[src/hw/rtl/etfp_pkg.sv]
`default_nettype none
package etfp_pkg;

  localparam int XW    = 9;
  localparam int FRACW = 28;
  localparam int ZW    = 35;
  localparam int PRW   = 41;
  localparam int LIMW  = 16;
  localparam int IDXW  = 10;
  localparam int CHW   = 8;
  localparam int INW   = 24;
  localparam int OUTW  = 72;
  localparam int AW    = 5;

  localparam logic signed [ZW-1:0] Z_MAX = 35'sd17179869183;
  // 400 in Q.28
  localparam logic signed [PRW:0] ESC_SQ = 42'sd107374182400;

  localparam logic [2:0] REG_X_MIN      = 3'd0;
  localparam logic [2:0] REG_Y_MAX      = 3'd1;
  localparam logic [2:0] REG_RE_STEP    = 3'd2;
  localparam logic [2:0] REG_IM_STEP    = 3'd3;
  localparam logic [2:0] REG_JULIA_C_RE = 3'd4;
  localparam logic [2:0] REG_JULIA_C_IM = 3'd5;
  localparam logic [2:0] REG_ITER_LIMIT = 3'd6;
  localparam logic [2:0] REG_JULIA_MODE = 3'd7;

  localparam logic [1:0] SEG_RED_YEL  = 2'd0;
  localparam logic [1:0] SEG_YEL_GRN  = 2'd1;
  localparam logic [1:0] SEG_GRN_CYN  = 2'd2;
  localparam logic [1:0] SEG_CYN_BLU  = 2'd3;

  typedef struct packed {
    logic signed [31:0] x_min;
    logic signed [31:0] y_max;
    logic signed [31:0] re_step;
    logic signed [31:0] im_step;
    logic signed [31:0] julia_c_re;
    logic signed [31:0] julia_c_im;
    logic [LIMW-1:0]    iteration_limit;
    logic               julia_mode;
  } cfg_t;

  typedef struct packed {
    logic [XW-1:0]      px;
    logic [XW-1:0]      py;
    logic signed [31:0] pre;
    logic signed [31:0] pim;
  } point_t;

  typedef struct packed {
    logic [CHW-1:0] red;
    logic [CHW-1:0] green;
    logic [CHW-1:0] blue;
  } rgb_t;

  function automatic rgb_t ramp_color(input logic [IDXW-1:0] idx);
    rgb_t c;
    logic [CHW-1:0] i;
    i = idx[CHW-1:0];
    case (idx[IDXW-1:CHW])
      SEG_RED_YEL: c = '{8'hFF, i, 8'h00};
      SEG_YEL_GRN: c = '{8'hFF - i, 8'hFF, 8'h00};
      SEG_GRN_CYN: c = '{8'h00, 8'hFF, i};
      SEG_CYN_BLU: c = '{8'h00, 8'hFF - i, 8'hFF};
      default:     c = '{8'h00, 8'h00, 8'h00};
    endcase
    return c;
  endfunction

endpackage
`default_nettype wire

[src/hw/rtl/etfp_front.sv]
`default_nettype none
module etfp_front (
  input  wire                          clk,
  input  wire                          rst,
  input  etfp_pkg::cfg_t               cfg,
  input  wire                          s_tvalid,
  output logic                         s_tready,
  input  wire [etfp_pkg::INW-1:0]      s_tdata,
  output logic                         push,
  output etfp_pkg::point_t             push_data,
  input  wire                          q_ready
);

  logic                 v1;
  logic [8:0]           px, py;
  logic signed [41:0]   prx, pry;
  logic signed [42:0]   sumx, sumy;

  function automatic logic signed [31:0] clamp32(input logic signed [42:0] v);
    if (v > 43'sd2147483647) return 32'sh7FFFFFFF;
    else if (v < -43'sd2147483648) return 32'sh80000000;
    else return v[31:0];
  endfunction

  assign s_tready = !v1;
  assign push     = v1;

  always_comb begin
    sumx = {{11{cfg.x_min[31]}}, cfg.x_min} + {prx[41], prx};
    sumy = {{11{cfg.y_max[31]}}, cfg.y_max} - {pry[41], pry};
    push_data.px  = px;
    push_data.py  = py;
    push_data.pre = clamp32(sumx);
    push_data.pim = clamp32(sumy);
  end

  always_ff @(posedge clk) begin
    if (rst) begin
      v1 <= 1'b0;
    end else if (s_tvalid && !v1) begin
      v1 <= 1'b1;
    end else if (v1 && q_ready) begin
      v1 <= 1'b0;
    end
  end

  always_ff @(posedge clk) begin
    if (s_tvalid && !v1) begin
      px  <= s_tdata[8:0];
      py  <= s_tdata[17:9];
      prx <= 42'($signed({1'b0, s_tdata[8:0]}) * cfg.re_step);
      pry <= 42'($signed({1'b0, s_tdata[17:9]}) * cfg.im_step);
    end
  end

endmodule
`default_nettype wire

[config.mk]
export PLATFORM = sky130hd
export DESIGN_NAME = etfp_front
export DESIGN_NICKNAME = d
export VERILOG_FILES = /design/src/hw/rtl/etfp_pkg.sv /design/src/hw/rtl/etfp_front.sv
export SDC_FILE = /design/constraint.sdc
export NUM_CORES = 2
export LEC_CHECK = 0
export BUFFER_PORTS_ARGS = -buffer_cell sky130_fd_sc_hd__buf_2
export CELL_PAD_IN_SITES_DETAIL_PLACEMENT = 1
export CELL_PAD_IN_SITES_GLOBAL_PLACEMENT = 1
export CORE_ASPECT_RATIO = 1.4
export CORE_MARGIN = 4
export CORE_UTILIZATION = 29
export CTS_BUF_LIST = sky130_fd_sc_hd__clkbuf_16
export DETAILED_ROUTE_END_ITERATION = 6
export MAX_ROUTING_LAYER = met4
export PLACE_DENSITY = 0.63
export SETUP_SLACK_MARGIN = 0.1
export SLEW_MARGIN = 10
export SYNTH_ARGS = -nofsm -noshare
export SYNTH_HDL_FRONTEND = slang
export SYNTH_SLANG_ARGS = --single-unit
[constraint.sdc]
create_clock -name clk -period 19.3 [get_ports clk]
set_input_delay 1.93 -clock clk [delete_from_list [all_inputs] [get_ports clk]]
set_output_delay 1.93 -clock clk [all_outputs]
set_load 0.01 [all_outputs]
## Word level (Yosys, flattened, before mapping)

Index checks and enable logic that the tools add are counted.
Widths: inputs -> output; s select.

- Register bits: 103

- Add/sub/neg operators: 2
- Multiply operators: 2
- Order comparisons: 4
- Muxes and demuxes: 6
- Reductions and logical operators: 4

Operators with widths:

| kind | number |
|---|---|
| $mux 32 | 4 |
| $gt 43x32->1 const B | 2 |
| $lt 43x32->1 const B | 2 |
| $mul 10x32->42 | 2 |
| $add 32x42->43 | 1 |
| $sub 32x42->43 | 1 |
| $logic_and 1x1->1 | 2 |
| $mux 1 | 2 |
| $reduce_bool 2->1 | 1 |
| $logic_not 1->1 | 1 |

## Depth between registers and ports, before layout

- Depth after elaboration: 4
- Gate-level depth with buffers: 24
- Gate-level depth less buffers: 23

## Least setup slack after synthesis

OpenSTA, ideal clock, no wires.

- Path kind: input -> register
- Start: input port s_tdata[10] (netlist bit)
- End: register pry[40], data pin
- Arrival: 7558 ps
- Required time: 19042 ps
- Path slack: 11484 ps
- Stages on the path: 20
- Cells stage by stage: clkbuf_1 nand2_1 fa_1 inv_1 fa_1 fa_1 fa_1 inv_1 fa_1 inv_1 ha_1 a2111o_1 or4_1 o211ai_1 o21ai_1 o31a_1 o41ai_1 o311ai_0 a21oi_1 xnor2_1

- Longest elaborated chain between the ends: 1

RTL lines:

| what | line | RTL |
|---|---|---|
| start: declaration | etfp_front.sv:8 | `input wire [etfp_pkg::INW-1:0] s_tdata,` |
| $mul 10x32->42 | etfp_front.sv:52 | `pry <= 42'($signed({1'b0, s_tdata[17:9]}) * cfg.im_step);` |
| end signal: assignment | etfp_front.sv:52 |  |
| end: declaration | etfp_front.sv:16 | `logic signed [41:0] prx, pry;` |

Every way passes these cells.
A chain may end at the register's enable or synchronous reset.

## Final worst setup path

- Start: input port s_tdata[1] (netlist bit)
- End: register prx[38], data pin

- Longest elaborated chain between the ends: 1

RTL lines:

| what | line | RTL |
|---|---|---|
| $mul 10x32->42 | etfp_front.sv:51 | `prx <= 42'($signed({1'b0, s_tdata[8:0]}) * cfg.re_step);` |
| end signal: assignment | etfp_front.sv:51 |  |
| end: declaration | etfp_front.sv:16 |  |

Every way passes these cells.

==> flow_summary.toml <==
[cts]
path_clk_slew_ns = 0.08
cts_sinks = 103
insertion_delay_ns = 0.42
hold_buffers = 0
cts_resized = 0
cts_tree = "built"
root_buffer = "clkbuf_16"
clk_path_buf_depth = 2
cts_buffers = 9
htreeDepth = 3
post-cts-setup-buffers = 0

[timing]
worst_slew_margin_rel = 0.440
grt_setup_unrepaired = "no"
skew_ns = 0.0129
post-route-period-util = 0.457
fmax_ghz = 0.113
timing.final.crit_period_ns = 8.82
fin_tns_setup_ns = 0
tightest_slew_ns = 0.839
hold_violations = 0
slew_violations = 0
setup_violations = 0

[pwr]
switchingPower_uw = 2830
comb_power_share = 0.859
p_int_uw = 2620
swShare = 0.519
p_per_area_nw_per_um2 = 176
ir_drop_mv = 0.0685
seqPwrFrac = 0.100
clkPwrFrac = 0.041
power_leakage_uw = 0.0155

[worst_setup_path]
cp-start-kind = "input port"
critPathMaxStageDelay_ns = 0.74
crit_chain = "buf_2, nand2_1, fa_1, inv_1, fa_1, inv_1, fa_1, inv_1, fa_1, inv_1, fa_1, inv_1, ha_1, nor3_1, o21ai_0, a31oi_1, o41ai_1, o211a_1, o211a_1, o311ai_0, nor3_1, o41ai_1, xnor2_1"
path_max_fanout = 33
worst_setup_path_end_kind = "register"
ff2ff_path_depth = 3
crit_slowest_cell = "o311ai_0"
critPathArrivalTime_ns = 8.99
worstSetupPathType = "input port to register"
required_ns = 19.47

[die]
die_y_um = 377
start_util = 0.292
rows = 135
pin_count = 321
die_w_um = 271
coreArea_sq_um = 96600
dieArea_sq_um = 102000

[layout]
final_common_cell = "inv_1"
drive_gt1_frac = 0.0865
area_growth_syn_to_layout_pct = 9.92
final_core_util = 0.321
layout_common_cells = "inv_1, fa_1, nand2_1"
nNetsFinal = 4338

[yosys]
syn_avg_cell_area_sq_um = 8.70
async_reset_ff_frac = 0
synth_cell_types = 82
synth_edf_count = 102
yosys_warnings = 0
syn_inst = 3241
yosys_most_used_dff = "edfxtp_1"
seq_area_frac_synth = 0.109
synth_area_sq_um = 28200
ys_ff_latch = 103
syn-num-nets = 4210

[run_status]
outcome = "finished clean"

[route]
drc = 0
wl_per_cell_um = 17.1
totalWireLength_mm = 80.2
via_per_inst = 4.78
vias = 22400
drt_iter0_markers = 669
dr.pass1.iters = 4
drtAntennaViolNets = 0

[placed_design]
dp_hpwl_mm = 67.5
finalWeightedCongestion = 0.822
port_buffers = 233

[hold_path]
hp-class = "register to register"
holdPathStages = 2

[global_routing]
grt_overflow = 0
grt_use_total = 0.164
antenna_found_initial = 22
grt_pass1_vias = 25100
grt_first_pass_wirelength_mm = 131
grt_max_degree = 53

[flow_run]
cap_violations = 0
## synth_stat cells (all sizes together) (6+ instances only)
cell	number	area [sq um]
o21ai	149	746
a21oi	154	786
a211o	10	87.6
or3	16	105
nand4	18	113
and2	248	1550
o211ai	15	113
nand2b	18	113
nand2	427	1600
o21a	23	173
o21bai	22	165
nor2	90	338
xor2	39	342
a21boi	8	60.1
buf	18	93.8
and3	18	113
o41ai	7	76.3
a31oi	17	106
a2111oi	6	65.1
nor2b	15	93.8
clkbuf	109	410
a21o	75	563
inv	620	2330
fa	470	9410
a211oi	16	130
xnor2	113	990
nand3	34	175
edfxtp	102	3060
o31ai	12	120
nor3	30	155
ha	262	3280
## cells by family (layout without fill, tap and decap cells)
logic type | Yosys count | after routing | share of synthesized area
compound gates | 560 | 560 | 0.128
xor+xnor | 152 | 152 | 0.0472
fa+ha+maj | 732 | 732 | 0.450
buf+inv | 747 | 880 | 0.100
flops | 103 | 103 | 0.109
mux | 3 | 3 | 0.00107
other cells | 0 | 16 | 0
simple gates | 944 | 944 | 0.163
## power groups by stage
stage	clock network [uW]	logic, uW	registers (uW)
after global routing	244	5390	558
after global placement	0	4640	551
after floorplan	0	3590	549
after detailed placement	0	4740	554
after CTS	239	4770	549
final	224	4690	548
## path summary, 6_finish.rpt
| check | start | endpoint | slack, ns |
|---|---|---|---|
| worst min register to register | push$_SDFFE_PP0P_ | push$_SDFFE_PP0P_ | 0.57 |
| worst min-delay path | push$_SDFFE_PP0P_ | push$_SDFFE_PP0P_ | 0.57 |
| worst max register to register | push$_SDFFE_PP0P_ | prx[6]$_DFFE_PP_ | 16.99 |
| worst max-delay path | s_tdata[1] | prx[38]$_DFFE_PP_ | 10.48 |
## state kept, by name, summed over array words and instances (netlist names)
register  cells
prx          42
px            9
pry          42
push          1
py            9
## layer usage
layer	GRT usage	routed length [um]	share of wire
met1	0.174	31200	0.39
met2	0.311	43800	0.55
met3	0.0225	2850	0.035
met4	0.0572	2340	0.029
met5	-	0	0
## critical path, delay by kind of cell
kind | cells | cell delay [ns]
buf+inv | 6 | 0.85
compound gates | 7 | 2.53
fa+ha+maj | 6 | 2.79
xor+xnor | 1 | 0.10
simple gates | 3 | 0.76
## final cells by class
| cell class | count | area (sq um) |
|---|---|---|
| Fill cell | 11500 | 65600 |
| Antenna cell | 16 | 40.0 |
| Clock inverter | 7 | 103 |
| Clock buffer | 9 | 225 |
| Inverter | 620 | 2330 |
| Multi-Input combinational cell | 2391 | 22300 |
| Timing Repair Buffer | 244 | 1250 |
| Tap cell | 1301 | 1630 |
| Sequential cell | 103 | 3080 |
## metrics by stage
step / instances / hold slack, ns / power, uW / setup slack, ns / cell area (sq um)
2_1_floorplan: 3241 / 0.541 / 4140 / 11.48 / 28200
3_3_place_gp: 4659 / 0.555 / 5190 / 9.99 / 30600
3_5_place_dp: 4659 / 0.562 / 5290 / 9.81 / 30600
4_1_cts: 4675 / 0.575 / 5560 / 10.31 / 30900
5_1_grt: 4689 / 0.615 / 6190 / 9.89 / 31000
6_report: 4691 / 0.573 / 5460 / 10.48 / 31000
No activity file was read; power rests on OpenSTA's default activity.
