## config.mk

```make
export PLATFORM = sky130hd
export DESIGN_NAME = etfp_queue
export DESIGN_NICKNAME = d
export VERILOG_FILES = /design/src/hw/rtl/etfp_pkg.sv /design/src/hw/rtl/etfp_queue.sv
export SDC_FILE = /design/constraint.sdc
export NUM_CORES = 1
export LEC_CHECK = 0
export BUFFER_PORTS_ARGS = -buffer_cell sky130_fd_sc_hd__buf_4
export CORE_MARGIN = 2
export CORE_UTILIZATION = 45
export DETAILED_ROUTE_END_ITERATION = 8
export GPL_ROUTABILITY_DRIVEN = 0
export GPL_TIMING_DRIVEN = 0
export PLACE_DENSITY = 0.7
export RECOVER_POWER = 25
export SETUP_SLACK_MARGIN = 0.05
export SLEW_MARGIN = 30
export SYNTH_ARGS = -nofsm -noshare
export SYNTH_HDL_FRONTEND = slang
export SYNTH_SLANG_ARGS = --single-unit
export TNS_END_PERCENT = 30
```

## constraint.sdc

```tcl
create_clock -name clk -period 7.9 [get_ports clk]
set_clock_uncertainty 0.1 [all_clocks]
set_input_delay 0 -clock clk [delete_from_list [all_inputs] [get_ports clk]]
set_output_delay 0 -clock clk [all_outputs]
set_load 0.02 [all_outputs]
```

## src/hw/rtl/etfp_pkg.sv

```systemverilog
`default_nettype none
package etfp_pkg;

  localparam int XW    = 9;
  localparam int FRACW = 28;
  localparam int ZW    = 35;
  localparam int PRW   = 41;
  localparam int LIMW  = 16;
  localparam int IDXW  = 10;
  localparam int CHW   = 8;
  localparam int INW   = 24;
  localparam int OUTW  = 72;
  localparam int AW    = 5;

  localparam logic signed [ZW-1:0] Z_MAX = 35'sd17179869183;
  // 400 in Q.28
  localparam logic signed [PRW:0] ESC_SQ = 42'sd107374182400;

  localparam logic [2:0] REG_X_MIN      = 3'd0;
  localparam logic [2:0] REG_Y_MAX      = 3'd1;
  localparam logic [2:0] REG_RE_STEP    = 3'd2;
  localparam logic [2:0] REG_IM_STEP    = 3'd3;
  localparam logic [2:0] REG_JULIA_C_RE = 3'd4;
  localparam logic [2:0] REG_JULIA_C_IM = 3'd5;
  localparam logic [2:0] REG_ITER_LIMIT = 3'd6;
  localparam logic [2:0] REG_JULIA_MODE = 3'd7;

  localparam logic [1:0] SEG_RED_YEL  = 2'd0;
  localparam logic [1:0] SEG_YEL_GRN  = 2'd1;
  localparam logic [1:0] SEG_GRN_CYN  = 2'd2;
  localparam logic [1:0] SEG_CYN_BLU  = 2'd3;

  typedef struct packed {
    logic signed [31:0] x_min;
    logic signed [31:0] y_max;
    logic signed [31:0] re_step;
    logic signed [31:0] im_step;
    logic signed [31:0] julia_c_re;
    logic signed [31:0] julia_c_im;
    logic [LIMW-1:0]    iteration_limit;
    logic               julia_mode;
  } cfg_t;

  typedef struct packed {
    logic [XW-1:0]      px;
    logic [XW-1:0]      py;
    logic signed [31:0] pre;
    logic signed [31:0] pim;
  } point_t;

  typedef struct packed {
    logic [CHW-1:0] red;
    logic [CHW-1:0] green;
    logic [CHW-1:0] blue;
  } rgb_t;

  function automatic rgb_t ramp_color(input logic [IDXW-1:0] idx);
    rgb_t c;
    logic [CHW-1:0] i;
    i = idx[CHW-1:0];
    case (idx[IDXW-1:CHW])
      SEG_RED_YEL: c = '{8'hFF, i, 8'h00};
      SEG_YEL_GRN: c = '{8'hFF - i, 8'hFF, 8'h00};
      SEG_GRN_CYN: c = '{8'h00, 8'hFF, i};
      SEG_CYN_BLU: c = '{8'h00, 8'hFF - i, 8'hFF};
      default:     c = '{8'h00, 8'h00, 8'h00};
    endcase
    return c;
  endfunction

endpackage
`default_nettype wire

```

## src/hw/rtl/etfp_queue.sv

```systemverilog
`default_nettype none
module etfp_queue (
  input  wire               clk,
  input  wire               rst,
  input  wire               push,
  input  etfp_pkg::point_t  push_data,
  output logic              ready,
  input  wire               pop,
  output logic              valid,
  output etfp_pkg::point_t  data
);

  etfp_pkg::point_t mem [2];
  logic       wptr, rptr;
  logic [1:0] cnt;
  logic       do_push, do_pop;

  assign ready   = (cnt != 2'd2);
  assign valid   = (cnt != 2'd0);
  assign data    = mem[rptr];
  assign do_push = push && ready;
  assign do_pop  = pop && valid;

  always_ff @(posedge clk) begin
    if (rst) begin
      wptr <= 1'b0;
      rptr <= 1'b0;
      cnt  <= 2'd0;
    end else begin
      if (do_push) wptr <= !wptr;
      if (do_pop) rptr <= !rptr;
      if (do_push && !do_pop) cnt <= cnt + 2'd1;
      else if (do_pop && !do_push) cnt <= cnt - 2'd1;
    end
  end

  always_ff @(posedge clk) begin
    if (do_push) mem[wptr] <= push_data;
  end

endmodule
`default_nettype wire

```

# Word level (Yosys, flattened, before mapping)

Memory sizes are Yosys's and may differ from the RTL's. A register that Yosys moved wholly into a read port is not among the register bits.
Cells that the tools add are included.

Memories kept: 1
Flip-flop bits (word level): 4
Word-level logic and storage cells: 23
Bits in writable memories: 164
Input bits: 86
Output and inout port bits: 84

Memories:

| name | words | width | read ports | clocked after memory_dff | wr ports | line             | RTL |
|---|---|---|---|---|---|---|---|
| mem  | 2     | 82    | 1          | 1                        | 1        | etfp_queue.sv:13 | `etfp_pkg::point_t mem [2];` |

Muxes and demuxes: 6
$add $sub $neg: 2
Eq/ne operators: 1
Reductions and logical operators: 10

Operators by type and width:

| cell                                                                | count |
|---|---|
| 1-bit logical AND                                                   | 4 |
| 1-bit zero test                                                     | 4 |
| 1-bit 2-to-1 mux                                                    | 4 |
| 2-bit 2-to-1 mux                                                    | 2 |
| 2-bit nonzero test                                                  | 2 |
| 2-bit by 1-bit adder with 2-bit output (second input constant)      | 1 |
| 2-bit inequality test (second input constant)                       | 1 |
| 2-bit by 1-bit subtractor with 2-bit output (second input constant) | 1 |

# Depth between registers and ports, before layout

Word-level depth: 6
Gate-level depth with buffers: 6
Gate-level depth less buffers: 6

# Least setup slack after synthesis

No wires, ideal clock.

Kind: register to register
Start point: register cnt[0]
End point: memory mem[1][0] in the netlist's numbering (enable)
Data required time: 7.350 ns
Period minus slack after synthesis: 3.236 ns
Slack: 4.664 ns
Library setup time: 0.450 ns
Path buffers: 0
Data arrival time: 2.686 ns
Cell stages (with the launch flop): 3
Cell sequence: dfxtp_1 nand2b_1 and3_1

Cells in the longest elaborated chain, start to end: 4

Ends and longest elaborated chain:

| what                                   | line             | RTL |
|---|---|---|
| start: declaration                     | etfp_queue.sv:15 | `logic [1:0] cnt;` |
| start signal: assignment               | etfp_queue.sv:32 | `if (do_push && !do_pop) cnt <= cnt + 2'd1;` |
| start signal: assignment               | etfp_queue.sv:33 | `else if (do_pop && !do_push) cnt <= cnt - 2'd1;` |
| 2-bit inequality test                  | etfp_queue.sv:18 | `assign ready = (cnt != 2'd2);` |
| via ready                              | etfp_queue.sv:7  | `output logic ready,` |
| 1-bit logical AND                      | etfp_queue.sv:21 | `assign do_push = push && ready;` |
| 1-bit 2-to-1 mux                       | etfp_queue.sv:38 | `if (do_push) mem[wptr] <= push_data;` |
| 1-bit 2-to-1 mux (implied by the code) | etfp_queue.sv:38 |  |
| end: declaration                       | etfp_queue.sv:13 |  |

The timed path passes the listed nets, and every way through them passes these cells.

# Worst setup path after layout

Start point: register cnt[0]
End point: memory mem[1][7] in the netlist's numbering (enable)

Cells in the longest elaborated chain, start to end: 4

Ends and longest elaborated chain:

| what                                   | line |
|---|---|
| 2-bit inequality test                  | etfp_queue.sv:18 |
| 1-bit logical AND                      | etfp_queue.sv:21 |
| 1-bit 2-to-1 mux                       | etfp_queue.sv:38 |
| 1-bit 2-to-1 mux (implied by the code) | etfp_queue.sv:38 |

Every way passes these cells.

==> metrics.csv <==
stage;metric;value;unit
status;run status;complete, no violations;
floorplanning;io pins;170;
cts;worst skew pair latency;0.41;ns
routing;WL per Instance;16.3;µm
synth;count of different cell masters after synthesis;18;
floorplanning;die height;121;µm
floorplanning;CORE AREA;13300;µm²
critical_path;WP buf/inv;1;
sta;RSZ-0062 raised after global routing;no;
critical_path;crit-path max FO;42;
critical_path;CP required;7.89;ns
synth;Synth top area share;0.803;
synth;Post-Syn Area;6140;µm²
place;placed instance area;7670;µm²
finish;Layout Utilization;0.683;
finish;Final Non-Filler Cells;743;
sta;relative slew slack;0.587;
floorplanning;# rows;42;
critical_path;Levels on crit path;3;
synth;Synth area leader;edfxtp_1;
power;Comb pwr share;0.301;
global_routing;Tot GR Track Use;0.173;
routing;DRT antenna net count;0;
synth;list of most frequent post-synthesis cells;edfxtp_1, mux2_2, buf_4, dfxtp_1;
cts;total CTS buffers;17;
sta;fin worst setup slack;5.91;ns
power;power share of the clock group;0.282;
sta;Max Fclk;0.502;GHz
finish;Filler Cells Inserted;920;
power;power density over cell area;304;nW/µm²
worst_hold_path;Worst Hold Path EP;cnt[0]$_SDFFE_PP0P_;
cts;H-tree depth;4;
global_routing;largest net degree at the start of global routing;43;
place;Port Buf Inserts;169;
synth;Mean Syn Cell Area;22.0;µm²
synth;Mapped Cells;279;
place;DP Worst Slack;5.88;ns
place;number of cells after detailed placement;626;
critical_path;CP endpoint kind;register;
worst_hold_path;Hold Crit Depth;5;
finish;share of cells above drive strength 1;0.511;
cts;CTS Sinks;169;
worst_hold_path;Hold Path Class;in -> reg;
critical_path;worst r2r src;cnt[0]$_SDFFE_PP0P_;
sta;Final Setup Violations;0;
global_routing;first-pass GRT wire length;18.9;mm
synth;number of synthesized flops with an enable pin;164;
global_routing;via count of the first global-routing pass;3976;
sta;Fin. Hold Viols;0;
power;Sw Ratio;0.282;
cts;clk buf depth;2;
synth;async set-or-reset flop fraction in the synthesized netlist;0;
critical_path;slowest CP cell;and3_4;
synth;#FFs+latches synth;169;
cts;Worst-path clk slew;0.06;ns
floorplanning;DIE WIDTH;121;µm
routing;via count;3555;
global_routing;antenna violations before repair;0;
sta;Slew @ Worst Pin;0.619;ns
power;Pleak;3.41;nW
run;Max-Cap Viols;0;
routing;post-DR vias/cell;4.78;
critical_path;CP Class;reg -> reg;
routing;drt drc;0;
critical_path;Critical Path AT;1.99;ns
sta;Min Hold Slack;0.0751;ns
finish;fin area;9080;µm²
critical_path;FF-to-FF setup slack;5.91;ns
critical_path;worst r2r dst;mem[1][7]$_DFFE_PP_;
place;detailed placement HPWL;7.46;mm
critical_path;startpoint type of the worst setup path;register;
routing;DRT Pass-1 Iters;4;
floorplanning;Die Area;14600;µm²
synth;count leader, synth;edfxtp_1;
power;total power;2.76;mW
finish;number of diodes;0;
power;Sequential Power Share;0.416;
synth;Synth area leaders;edfxtp_1, mux2_2, dfxtp_1;
routing;drt initial violations;172;
sta;Total Neg Setup Slack;0;ns
finish;Area Growth Syn to Fin;48.0;%
power;peak supply drop;188;µV
sta;final period utilization;0.252;
finish;NumNets Final;641;
routing;WL final;12.1;mm
synth;yosys warns;0;
power;P_int;1.98;mW
synth;Main synth FF type;edfxtp_1;
cts;CTS tree;built;
critical_path;crit-path max cell delay;0.61;ns
power;net switching power;0.778;mW
worst_hold_path;Hold Crit Start;push;
cts;CTS root buffer;clkbuf_16;
cts;setup bufs post-CTS;0;
global_routing;overflow left after global routing;0;
cts;Resize count post-CTS;0;
critical_path;critical path, cell by cell;nand2b_1 > and3_4 > buf_12;
sta;Final Slew Violations;0;
synth;Synthesized Nets;366;
floorplanning;initial core utilization;0.462;
critical_path;delay-heaviest family, CP;simple AND/OR/NAND/NOR gates;
critical_path;R2R cell count;3;
synth;sequential share of the synthesized area;0.819;
sta;post-layout min period;1.99;ns
## registers in the layout (all words and copies together) (netlist names), named ones only
register and flops:
wptr 1, rptr 1, cnt 2, mem 164
## what timing repair did
action                                  CTS  global route
hold buffers                             85             0
endpoints found under the setup margin    0             0
endpoints found under the hold margin   169             0
## power by group through the flow
stage               clock (mW)  combinational, mW  sequential (mW)
floorplan                    0              0.483             1.16
global placement             0              0.786             1.17
detailed placement           0              0.806             1.17
CTS                      0.796              0.846             1.15
global route             0.833              0.887             1.16
finish                   0.779              0.831             1.15
## tightest hold or removal path: stages
cell and delay [ns]:
buf_4 0.10, and2_1 0.12, ha_1 0.18, xor2_1 0.08, nor2_1 0.07
## routing by layer
layer  global-route usage  up-vias  part of all wire
met4               0.0807        0             0.020
met5                    0        -                 0
met3               0.0604       23             0.062
met2                0.313      113              0.53
met1                0.177     1762              0.39
li1                     -     1657                 -
## cell type report
| class | count | area [µm²] | area share |
|---|---|---|---|
| clock inverter | 12 | 128 | 0.0141 |
| buffer | 9 | 65.1 | 0.00717 |
| clock buffer | 20 | 437 | 0.0481 |
| tap | 176 | 220 | 0.0243 |
| multi-input combinational | 100 | 1050 | 0.115 |
| timing repair buffer | 256 | 2150 | 0.237 |
| sequential | 169 | 5020 | 0.553 |
| inverter | 1 | 8.76 | 0.000965 |
## layout by cell type, fill, tap and decap left out, types with 2 or more instances in the layout
cell type	count
clkbuf_16	17
clkbuf_1	6
bufinv_16	2
o21ai_0	2
dlygate4sd3_1	85
clkinv_2	2
buf_4	123
mux2_2	82
a21oi_1	2
clkinvlp_4	2
buf_12	2
clkinv_4	4
edfxtp_1	164
xor2_1	3
dfxtp_1	5
nor2_1	3
clkinv_1	2
clkbuf_4	51
## cell families after synthesis
family | Yosys count | synth area share
adders and majority gates | 1 | 0.00204
DFF | 169 | 0.819
muxes | 82 | 0.150
xor gates and xnor gates | 3 | 0.00428
buffers and inverters | 10 | 0.0112
AOI/OAI and AO/OA | 5 | 0.00489
and+or+nand+nor | 9 | 0.00816
## how the worst max path moves through the flow
| stage | slack (ns) | end | from |
|---|---|---|---|
| 3_5_place_dp | 5.88 | mem[1][1]$_DFFE_PP_ | cnt[0]$_SDFFE_PP0P_ |
| 5_1_grt | 5.74 | mem[1][7]$_DFFE_PP_ | cnt[0]$_SDFFE_PP0P_ |
| 3_3_place_gp | 3.73 | mem[1][1]$_DFFE_PP_ | cnt[0]$_SDFFE_PP0P_ |
| 2_1_floorplan | 4.66 | mem[1][0]$_DFFE_PP_ | cnt[0]$_SDFFE_PP0P_ |
| 4_1_cts | 5.85 | mem[1][81]$_DFFE_PP_ | cnt[0]$_SDFFE_PP0P_ |
| 6_report | 5.91 | mem[1][7]$_DFFE_PP_ | cnt[0]$_SDFFE_PP0P_ |
Power figures use the tool's default switching activity.
