[src/hw/rtl/etfp_pkg.sv]
`default_nettype none
package etfp_pkg;

  localparam int XW    = 9;
  localparam int FRACW = 28;
  localparam int ZW    = 35;
  localparam int PRW   = 41;
  localparam int LIMW  = 16;
  localparam int IDXW  = 10;
  localparam int CHW   = 8;
  localparam int INW   = 24;
  localparam int OUTW  = 72;
  localparam int AW    = 5;

  localparam logic signed [ZW-1:0] Z_MAX = 35'sd17179869183;
  // 400 in Q.28
  localparam logic signed [PRW:0] ESC_SQ = 42'sd107374182400;

  localparam logic [2:0] REG_X_MIN      = 3'd0;
  localparam logic [2:0] REG_Y_MAX      = 3'd1;
  localparam logic [2:0] REG_RE_STEP    = 3'd2;
  localparam logic [2:0] REG_IM_STEP    = 3'd3;
  localparam logic [2:0] REG_JULIA_C_RE = 3'd4;
  localparam logic [2:0] REG_JULIA_C_IM = 3'd5;
  localparam logic [2:0] REG_ITER_LIMIT = 3'd6;
  localparam logic [2:0] REG_JULIA_MODE = 3'd7;

  localparam logic [1:0] SEG_RED_YEL  = 2'd0;
  localparam logic [1:0] SEG_YEL_GRN  = 2'd1;
  localparam logic [1:0] SEG_GRN_CYN  = 2'd2;
  localparam logic [1:0] SEG_CYN_BLU  = 2'd3;

  typedef struct packed {
    logic signed [31:0] x_min;
    logic signed [31:0] y_max;
    logic signed [31:0] re_step;
    logic signed [31:0] im_step;
    logic signed [31:0] julia_c_re;
    logic signed [31:0] julia_c_im;
    logic [LIMW-1:0]    iteration_limit;
    logic               julia_mode;
  } cfg_t;

  typedef struct packed {
    logic [XW-1:0]      px;
    logic [XW-1:0]      py;
    logic signed [31:0] pre;
    logic signed [31:0] pim;
  } point_t;

  typedef struct packed {
    logic [CHW-1:0] red;
    logic [CHW-1:0] green;
    logic [CHW-1:0] blue;
  } rgb_t;

  function automatic rgb_t ramp_color(input logic [IDXW-1:0] idx);
    rgb_t c;
    logic [CHW-1:0] i;
    i = idx[CHW-1:0];
    case (idx[IDXW-1:CHW])
      SEG_RED_YEL: c = '{8'hFF, i, 8'h00};
      SEG_YEL_GRN: c = '{8'hFF - i, 8'hFF, 8'h00};
      SEG_GRN_CYN: c = '{8'h00, 8'hFF, i};
      SEG_CYN_BLU: c = '{8'h00, 8'hFF - i, 8'hFF};
      default:     c = '{8'h00, 8'h00, 8'h00};
    endcase
    return c;
  endfunction

endpackage
`default_nettype wire

[src/hw/rtl/etfp_mul.sv]
`default_nettype none
module etfp_mul (
  input  wire                              clk,
  input  wire                              rst,
  input  wire                              start,
  input  wire signed [etfp_pkg::ZW-1:0]    a,
  input  wire signed [etfp_pkg::ZW-1:0]    b,
  output logic                             done,
  output logic signed [etfp_pkg::PRW-1:0]  res
);

  logic [33:0] ua, ub;
  logic        neg;
  logic [1:0]  step;
  logic        busy;
  logic [67:0] acc;
  logic [16:0] opa, opb;
  logic [33:0] pp;
  logic [67:0] pp_sh;
  logic [34:0] abs_a, abs_b;
  logic [39:0] mag;

  assign abs_a = a[34] ? 35'(-a) : a;
  assign abs_b = b[34] ? 35'(-b) : b;

  // partial products: low*low, low*high, high*low, high*high
  always_comb begin
    case (step)
      2'd0: begin opa = ua[16:0];  opb = ub[16:0]; end
      2'd1: begin opa = ua[16:0];  opb = ub[33:17]; end
      2'd2: begin opa = ua[33:17]; opb = ub[16:0]; end
      default: begin opa = ua[33:17]; opb = ub[33:17]; end
    endcase
    pp = opa * opb;
    case (step)
      2'd0:    pp_sh = {34'd0, pp};
      2'd1,
      2'd2:    pp_sh = {17'd0, pp, 17'd0};
      default: pp_sh = {pp, 34'd0};
    endcase
  end

  assign mag = acc[67:28];
  assign res = neg ? -$signed({1'b0, mag}) : $signed({1'b0, mag});

  always_ff @(posedge clk) begin
    if (rst) begin
      busy <= 1'b0;
      done <= 1'b0;
      step <= 2'd0;
    end else begin
      done <= 1'b0;
      if (start) begin
        busy <= 1'b1;
        step <= 2'd0;
      end else if (busy) begin
        step <= step + 2'd1;
        if (step == 2'd3) begin
          busy <= 1'b0;
          done <= 1'b1;
        end
      end
    end
  end

  always_ff @(posedge clk) begin
    if (start) begin
      ua  <= abs_a[33:0];
      ub  <= abs_b[33:0];
      neg <= a[34] ^ b[34];
      acc <= '0;
    end else if (busy) begin
      acc <= acc + pp_sh;
    end
  end

endmodule
`default_nettype wire

[src/hw/rtl/etfp_back.sv]
`default_nettype none
module etfp_back (
  input  wire                          clk,
  input  wire                          rst,
  input  etfp_pkg::cfg_t               cfg,
  input  wire                          q_valid,
  input  etfp_pkg::point_t             q_data,
  output logic                         q_pop,
  output logic                         m_tvalid,
  input  wire                          m_tready,
  output logic [etfp_pkg::OUTW-1:0]    m_tdata,
  output logic                         m_tuser
);

  typedef enum logic [4:0] {
    S_IDLE  = 5'b00001,
    S_START = 5'b00010,
    S_WAIT  = 5'b00100,
    S_DIV   = 5'b01000,
    S_OUT   = 5'b10000
  } state_t;

  state_t state;
  logic signed [34:0] zr, zi;
  logic signed [31:0] cr, ci;
  logic [15:0] count;
  logic        first;
  logic        in_set;
  logic [15:0] rem;
  logic [9:0]  numlo;
  logic [9:0]  q;
  logic [3:0]  dcnt;
  logic [8:0]  px, py;

  logic signed [40:0] sq_r, sq_i, pr;
  logic               done0, done1, done2;
  logic               mul_done;
  logic               mstart;
  logic signed [41:0] mag_sq;
  logic               run;
  logic signed [43:0] t_i, t_r;
  logic [25:0]        num;
  logic [16:0]        remsh;
  logic               ge;
  logic [9:0]         idx;
  etfp_pkg::rgb_t     rgb;
  logic               out_load;

  function automatic logic signed [34:0] sat_z(input logic signed [43:0] v);
    if (v > $signed({9'd0, etfp_pkg::Z_MAX})) return etfp_pkg::Z_MAX;
    else if (v < -$signed({9'd0, etfp_pkg::Z_MAX})) return -etfp_pkg::Z_MAX;
    else return v[34:0];
  endfunction

  assign mstart   = (state == S_START);
  assign mul_done = done0 && done1 && done2;

  etfp_mul u_mul_rr (.clk, .rst, .start(mstart), .a(zr), .b(zr), .done(done0), .res(sq_r));
  etfp_mul u_mul_ii (.clk, .rst, .start(mstart), .a(zi), .b(zi), .done(done1), .res(sq_i));
  etfp_mul u_mul_ri (.clk, .rst, .start(mstart), .a(zr), .b(zi), .done(done2), .res(pr));

  always_comb begin
    mag_sq = {sq_r[40], sq_r} + {sq_i[40], sq_i};
    run    = first || ((mag_sq <= etfp_pkg::ESC_SQ) && (count < cfg.iteration_limit));
    t_i    = {{2{pr[40]}}, pr, 1'b0} + {{12{ci[31]}}, ci};
    t_r    = {{3{sq_r[40]}}, sq_r} - {{3{sq_i[40]}}, sq_i} + {{12{cr[31]}}, cr};
    num    = {count, 10'd0} - {10'd0, count};
    remsh  = {rem, numlo[9]};
    ge     = (remsh >= {1'b0, cfg.iteration_limit});
    if (in_set) idx = '0;
    else if (q == '0) idx = 10'd1023;
    else idx = 10'(-q);
    rgb = in_set ? '{8'h00, 8'h00, 8'h00} : etfp_pkg::ramp_color(idx);
  end

  assign q_pop    = (state == S_IDLE) && q_valid;
  assign out_load = (state == S_OUT) && (!m_tvalid || m_tready);

  always_ff @(posedge clk) begin
    if (rst) begin
      state    <= S_IDLE;
      m_tvalid <= 1'b0;
    end else begin
      if (out_load) m_tvalid <= 1'b1;
      else if (m_tready) m_tvalid <= 1'b0;
      case (state)
        S_IDLE:  if (q_valid) state <= S_START;
        S_START: state <= S_WAIT;
        S_WAIT: begin
          if (mul_done) begin
            if (run) state <= S_START;
            else if (count >= cfg.iteration_limit) state <= S_OUT;
            else state <= S_DIV;
          end
        end
        S_DIV:   if (dcnt == 4'(etfp_pkg::IDXW - 1)) state <= S_OUT;
        S_OUT:   if (out_load) state <= S_IDLE;
        default: state <= S_IDLE;
      endcase
    end
  end

  always_ff @(posedge clk) begin
    case (state)
      S_IDLE: begin
        px    <= q_data.px;
        py    <= q_data.py;
        zr    <= {{3{q_data.pre[31]}}, q_data.pre};
        zi    <= {{3{q_data.pim[31]}}, q_data.pim};
        cr    <= cfg.julia_mode ? cfg.julia_c_re : q_data.pre;
        ci    <= cfg.julia_mode ? cfg.julia_c_im : q_data.pim;
        first <= cfg.julia_mode;
        count <= '0;
      end
      S_WAIT: begin
        if (mul_done) begin
          in_set <= (count >= cfg.iteration_limit);
          if (run) begin
            zr    <= sat_z(t_r);
            zi    <= sat_z(t_i);
            count <= count + 16'd1;
            first <= 1'b0;
          end else begin
            rem   <= num[25:10];
            numlo <= num[9:0];
            dcnt  <= '0;
          end
        end
      end
      S_DIV: begin
        rem   <= ge ? 16'(remsh - {1'b0, cfg.iteration_limit}) : remsh[15:0];
        q     <= {q[8:0], ge};
        numlo <= {numlo[8:0], 1'b0};
        dcnt  <= dcnt + 4'd1;
      end
      default: ;
    endcase
    if (out_load) begin
      m_tdata <= {4'd0, rgb.blue, rgb.green, rgb.red, idx, count, py, px};
      m_tuser <= in_set;
    end
  end

endmodule
`default_nettype wire

[config.mk]
export PLATFORM = sky130hd
export DESIGN_NAME = etfp_back
export DESIGN_NICKNAME = d
export VERILOG_FILES = /design/src/hw/rtl/etfp_pkg.sv /design/src/hw/rtl/etfp_mul.sv /design/src/hw/rtl/etfp_back.sv
export SDC_FILE = /design/constraint.sdc
export NUM_CORES = 2
export LEC_CHECK = 0
export BUFFER_PORTS_ARGS = -buffer_cell sky130_fd_sc_hd__buf_2
export CORE_MARGIN = 4
export CORE_UTILIZATION = 60
export CTS_CLUSTER_SIZE = 25
export DETAILED_ROUTE_END_ITERATION = 16
export PLACE_DENSITY = 0.78
export SLEW_MARGIN = 40
export SYNTH_ARGS = -nofsm -noshare
export SYNTH_HDL_FRONTEND = slang
export SYNTH_SLANG_ARGS = --single-unit
[constraint.sdc]
create_clock -name clk -period 24.5 [get_ports clk]
set_clock_uncertainty 0.2 [all_clocks]
set_input_delay 1.225 -clock clk [delete_from_list [all_inputs] [get_ports clk]]
set_output_delay 1.225 -clock clk [all_outputs]
set_load 0.005 [all_outputs]
[Word-level counts from Yosys, hierarchy flattened]
Index checks and enable logic that the tools add are counted.
Cells by class
  $add $sub $neg: 19
  multiply operators: 3
  magnitude comparators: 8
  equality and inequality tests: 24
  mux-type cells: 64
  bitwise gates (word level): 4
  reductions and logical operators: 33
Operator list (number)
  $pmux 68 s2: 3
  $mux 35: 8
  $add 68x68->68: 3
  $pmux 35 s2: 2
  $mul 17x17->34: 3
  $mux 17: 6
  $pmux 24 s4: 1
  $mux 16: 5
  $mux 34: 2
  $neg 34->34: 2
  $mux 32: 2
  $pmux 16 s2: 2
  $add 42x32->43: 1
  $gt 43x35->1 const B: 1
  $lt 43x35->1 const B: 1
  $add 41x32->42: 1
  $gt 42x35->1 const B: 1
  $lt 42x35->1 const B: 1
  $add 40x40->41: 1
  $le 41x37->1 const B: 1
  $mux 41: 1
  $neg 40->41: 1
  $sub 40x40->41: 1
  $mux 10: 4
  other kinds (39): 101
Storage, ports and cells
  register bits: 570
  input bits: 295
  output and inout bits: 75
  word-level logic and storage cells: 188

[Logic depth before layout (Yosys ltp)]
  depth in word-level cells: 9
  gate-level depth with buffers: 48
  depth with buffers taken out: 45

[By module]
From an unflattened synthesis, not the netlist that was laid out.
Second synthesis, totals
  cells, all modules: 9892
  area total of the unflattened synthesis: 85796.0 um^2
Modules (own cells, without submodules)
  etfp_back: times used 1, cells an instance 2408, area each 22431.5 um^2, sequential area each 8498.2 um^2
  etfp_mul at u_mul_ri: times used 1, cells an instance 2535, area each 21416.8 um^2, sequential area each 3513.4 um^2
  etfp_mul at u_mul_ii: times used 1, cells an instance 2475, area each 20987.6 um^2, sequential area each 3513.4 um^2
  etfp_mul at u_mul_rr: times used 1, cells an instance 2474, area each 20960.1 um^2, sequential area each 3513.4 um^2

[Worst setup path before layout]
Ideal clock, no wire load.
  kind: register -> register
  from: register u_mul_rr.step[0]
  to: register u_mul_rr.acc[67]
  arrival time: 10.569 ns
  setup slack: 13.661 ns
  stages on the path, launching flop included: 43
  buffers on the path: 3
  period minus slack after synthesis: 10.839 ns
  path through: dfxtp_1 -> inv_1 -> ha_1 -> nor2_1 -> clkbuf_1 -> buf_1 -> mux2_2 -> nand2_1 -> fa_1 -> fa_1 -> fa_1 -> fa_1 -> inv_1 -> fa_1 -> inv_1 -> fa_1 -> inv_1 -> ha_1 -> [... 7 more ...] -> a21o_1 -> a21oi_1 -> xnor2_1 -> o2bb2ai_1 -> ha_1 -> clkbuf_1 -> nand4_1 -> or3_1 -> or4_1 -> or3_1 -> o21a_1 -> o311ai_1 -> nand3_1 -> a21oi_1 -> o22ai_1 -> xnor2_1 -> a21bo_2 -> a21oi_1
Between the ends
  cells in the longest elaborated chain, start to end: 6
Ends and longest elaborated chain
  start, declared: line etfp_mul.sv:14  | logic [1:0] step;
  start signal, assigned: line etfp_mul.sv:57  | step <= step + 2'd1;
  $eq 2x1->1, or another cell as far along: line etfp_mul.sv:28, etfp_mul.sv:35
  $reduce_or 2->1 (no source line)
  $mux 17: line etfp_mul.sv:28  | case (step)
  $mul 17x17->34: line etfp_mul.sv:34  | pp = opa * opb;
  $pmux 68 s2 *: line etfp_mul.sv:35  | case (step)
  $add 68x68->68 *: line etfp_mul.sv:73  | acc <= acc + pp_sh;
  end signal, assigned: line etfp_mul.sv:73
  end, declared: line etfp_mul.sv:16  | logic [67:0] acc;
Mark *: on every way between the ends. The rest lies on a longest branch, timed or not.
A chain may end at the register's enable or synchronous reset.

[Worst setup path in the final report]
Same ends and word-level chain as after synthesis.

==> results by group <==
Run status
  – Status: finished clean

STA
  – Slew headroom: 27.6%
  – RSZ-0062 raised after global routing: false
  – Worst slew pin tran: 1.07 ns
  – Min Hold Slack: 0.217 ns
  – Final worst-path cycle share: 50.4%
  – Final setup margin: 12.14 ns
  – Achievable clock frequency: 80.9 MHz
  – Setup_tns: 0 ns
  – Fin crit period: 12.36 ns
  – Final Hold Viols: 0
  – Final setup violation count: 0
  – Pins Over Slew Limit: 0

Logic synthesis
  – XOR/XNOR Fraction of Synth Area: 6.11%
  – Syn_area_per_cell: 8.52 um^2
  – Register area share after synthesis: 19.4%
  – Mux cell area share after synthesis: 5.80%
  – Seq cells post-synth: 570
  – Predominant post-synthesis flop cell: edfxtp_1
  – Library cells used by synthesis: 97
  – Cell Area, Synth: 76,700 um^2
  – Post-synth EDFFs: 348
  – Compound-Gate Fraction of Synth Area: 15.8%
  – Ys async rst share: 0%
  – Largest family of logic cells by synthesized area: adder cells
  – Adder-cell share of the synthesized area: 29.9%
  – Yosys warns: 0
  – Gate Count Post-Synth: 9,003
  – Post-synthesis simple-gate area fraction: 15.8%

Detailed routing
  – First drt pass iteration count: 7
  – Violation count after the first detailed-route iteration: 7,114
  – Routed Antenna Nets: 0
  – Wirelength per Cell: 22.9 um
  – Vias per cell: 6.30
  – Via count: 67,800
  – WL final: 246 mm
  – # DRC: 0

Placed design
  – Pre-CTS setup slack: 12.36 ns
  – Port buffer count: 237
  – Final GP Congestion: 1.03
  – HPWL Detailed: 198 mm

Clock tree
  – Post-CTS Setup Bufs: 0
  – Clock sinks: 570
  – Cts bufs inserted: 71
  – Post-CTS sizing: 0
  – Clk root buf: clkbuf_16
  – CTS tree: done
  – CTS Buffer Depth: 3
  – Number of buffers inserted by hold repair at cts: 0
  – H-tree depth: 3
  – Worst skew pair latency: 0.70 ns
  – Clock Pin Slew Worst Setup and Hold Paths: 0.06 ns

Die
  – Core Box Area: 126,000 um^2
  – Row count: 130
  – Die area: 134,000 um^2
  – DIE HEIGHT: 366 um
  – Io pins: 370
  – Die span in x: 366 um
  – Starting Density: 60.7%

Setup path
  – Startpoint Class: register
  – Crit-path max FO: 33
  – Crit path capture type: register
  – CP max stage cell: mux2i_1
  – CP bufs+invs: 6
  – Worst EP required: 24.84 ns
  – Crit path top cell by count: fa_1
  – Max stage delay on crit path: 0.75 ns
  – Crit path DAT: 12.70 ns
  – WS Path Type: register to register
  – Crit path max-delay family: adder cells

GRT
  – Grt ovf: 0
  – Initial antenna violation count: 21
  – Vias in the first global route: 66,000
  – Largest net degree at the start of global routing: 98
  – GR Util All Layers: 36.4%
  – Wire length of the first global-routing pass: 377 mm

Flow run
  – Max-Cap Viols: 0

Finish
  – Commonest non-fill, non-tap cells in the layout: 1,112 x inv_1, 1,000 x nand2_1, 943 x nor2_1
  – Commonest non-fill, non-tap cell in the layout: inv_1
  – Core Util, Final: 65.0%
  – Share of cells above drive strength 1: 7.85%
  – Layout area overhead: 7.07%
  – Fin nets: 10,800

Worst hold path
  – Hold WC Path Type: register to register
registers in the layout, indices dropped and copies added (netlist names), 2 cells and up:
name and cells:
cr 32, q 10, zi 35, u_mul_ii.step 2, dcnt 4, u_mul_ri.acc 68, zr 35, u_mul_rr.step 2
numlo 10, py 9, m_tdata 68, u_mul_ri.step 2, u_mul_ri.ub 34, u_mul_rr.acc 68, px 9, count 16
u_mul_ii.acc 68, state 5, rem 16, u_mul_ri.ua 34, ci 32
metrics by stage:
stage / instances / instance area, um^2
finish: 10800 / 82100
global route: 10800 / 82100
CTS: 10800 / 82000
detailed placement: 10600 / 79500
global placement: 10600 / 79200
floorplan: 9006 / 76700
Yosys cell counts, types with 14 or more instances:
master    instances  area [um^2]
inv_1          1114         4180
nand2_1        1000         3750
nor2_1          953         3580
ha_1            746         9330
fa_1            680        13600
a21oi_1         553         2770
xnor2_1         378         3310
o21ai_0         360         1800
edfxtp_1        348        10500
clkbuf_1        281         1050
mux2i_1         250         2500
dfxtp_1         222         4440
a21o_1          213         1600
mux2_2          173         1950
xor2_1          157         1380
nor3_1          110          551
nand3_1         107          536
and2_1          101          632
o21bai_1         88          661
a211oi_1         86          646
nand4_1          84          526
nand2b_1         75          469
nor2b_1          61          382
o31ai_1          61          458
a31oi_1          53          332
and3_1           52          325
or3_1            48          300
o21a_1           47          353
nor4_1           45          282
o211ai_1         36          270
or4_1            36          270
a221o_1          35          350
o22ai_1          32          200
buf_1            30          113
a22o_1           27          236
a211o_1          25          219
o41ai_1          25          219
a21boi_0         23          173
o311ai_0         22          193
and4_1           17          149
a31o_2           14          123
worst register-to-register path, delay by kind of cell (launching register included):
kind	cells	cell delay, ns
simple gates	8	1.97
flops	1	0.40
mux	1	0.79
buf+inv	6	0.74
xor+xnor	2	0.38
fa+ha+maj	9	4.24
compound gates	15	3.52
worst paths after layout:
kind	from	end	slack (ns)	cells past startpoint
worst min register to register	py[8]	m_tdata[17]	0.22	0
worst max-delay path	u_mul_rr.step[0]	u_mul_rr.acc[67]	12.14	41
worst max register to register	u_mul_rr.step[0]	u_mul_rr.acc[67]	12.14	41
worst min-delay path	py[8]	m_tdata[17]	0.22	0
final cells by class:
| cell class | instances | area, um^2 |
|---|---|---|
| timing repair buffer | 301 | 1770 |
| inverter | 1119 | 4210 |
| multi-input combinational | 6986 | 56700 |
| fill | 10600 | 44200 |
| tap | 1650 | 2060 |
| antenna | 8 | 20.0 |
| sequential | 570 | 14900 |
| clock inverter | 46 | 592 |
| clock buffer | 83 | 1940 |
logic make-up (layout without fill, tap and decap cells):
group,Yosys count,after routing
buffers and inverters,1450,1549
adder cells (fa/ha/maj),1426,1426
other,1,12
AO/OA/AOI/OAI,1859,1859
AND/OR/NAND/NOR,2739,2739
multiplexers,423,423
flip-flops,570,570
XOR/XNOR,535,535
layer usage:
| metal | vias to the layer above | wire length, um | global-route usage [%] |
|---|---|---|---|
| li1 | 30800 | - | - |
| met1 | 32900 | 100000 | 49.2 |
| met2 | 3461 | 107000 | 55.7 |
| met3 | 653 | 29300 | 10.7 |
| met4 | 10 | 10200 | 13.3 |
| met5 | - | 54 | 0.290 |
Power is not shown: default switching activity piles up to over one toggle a cycle in this logic, so the estimate is an artifact.
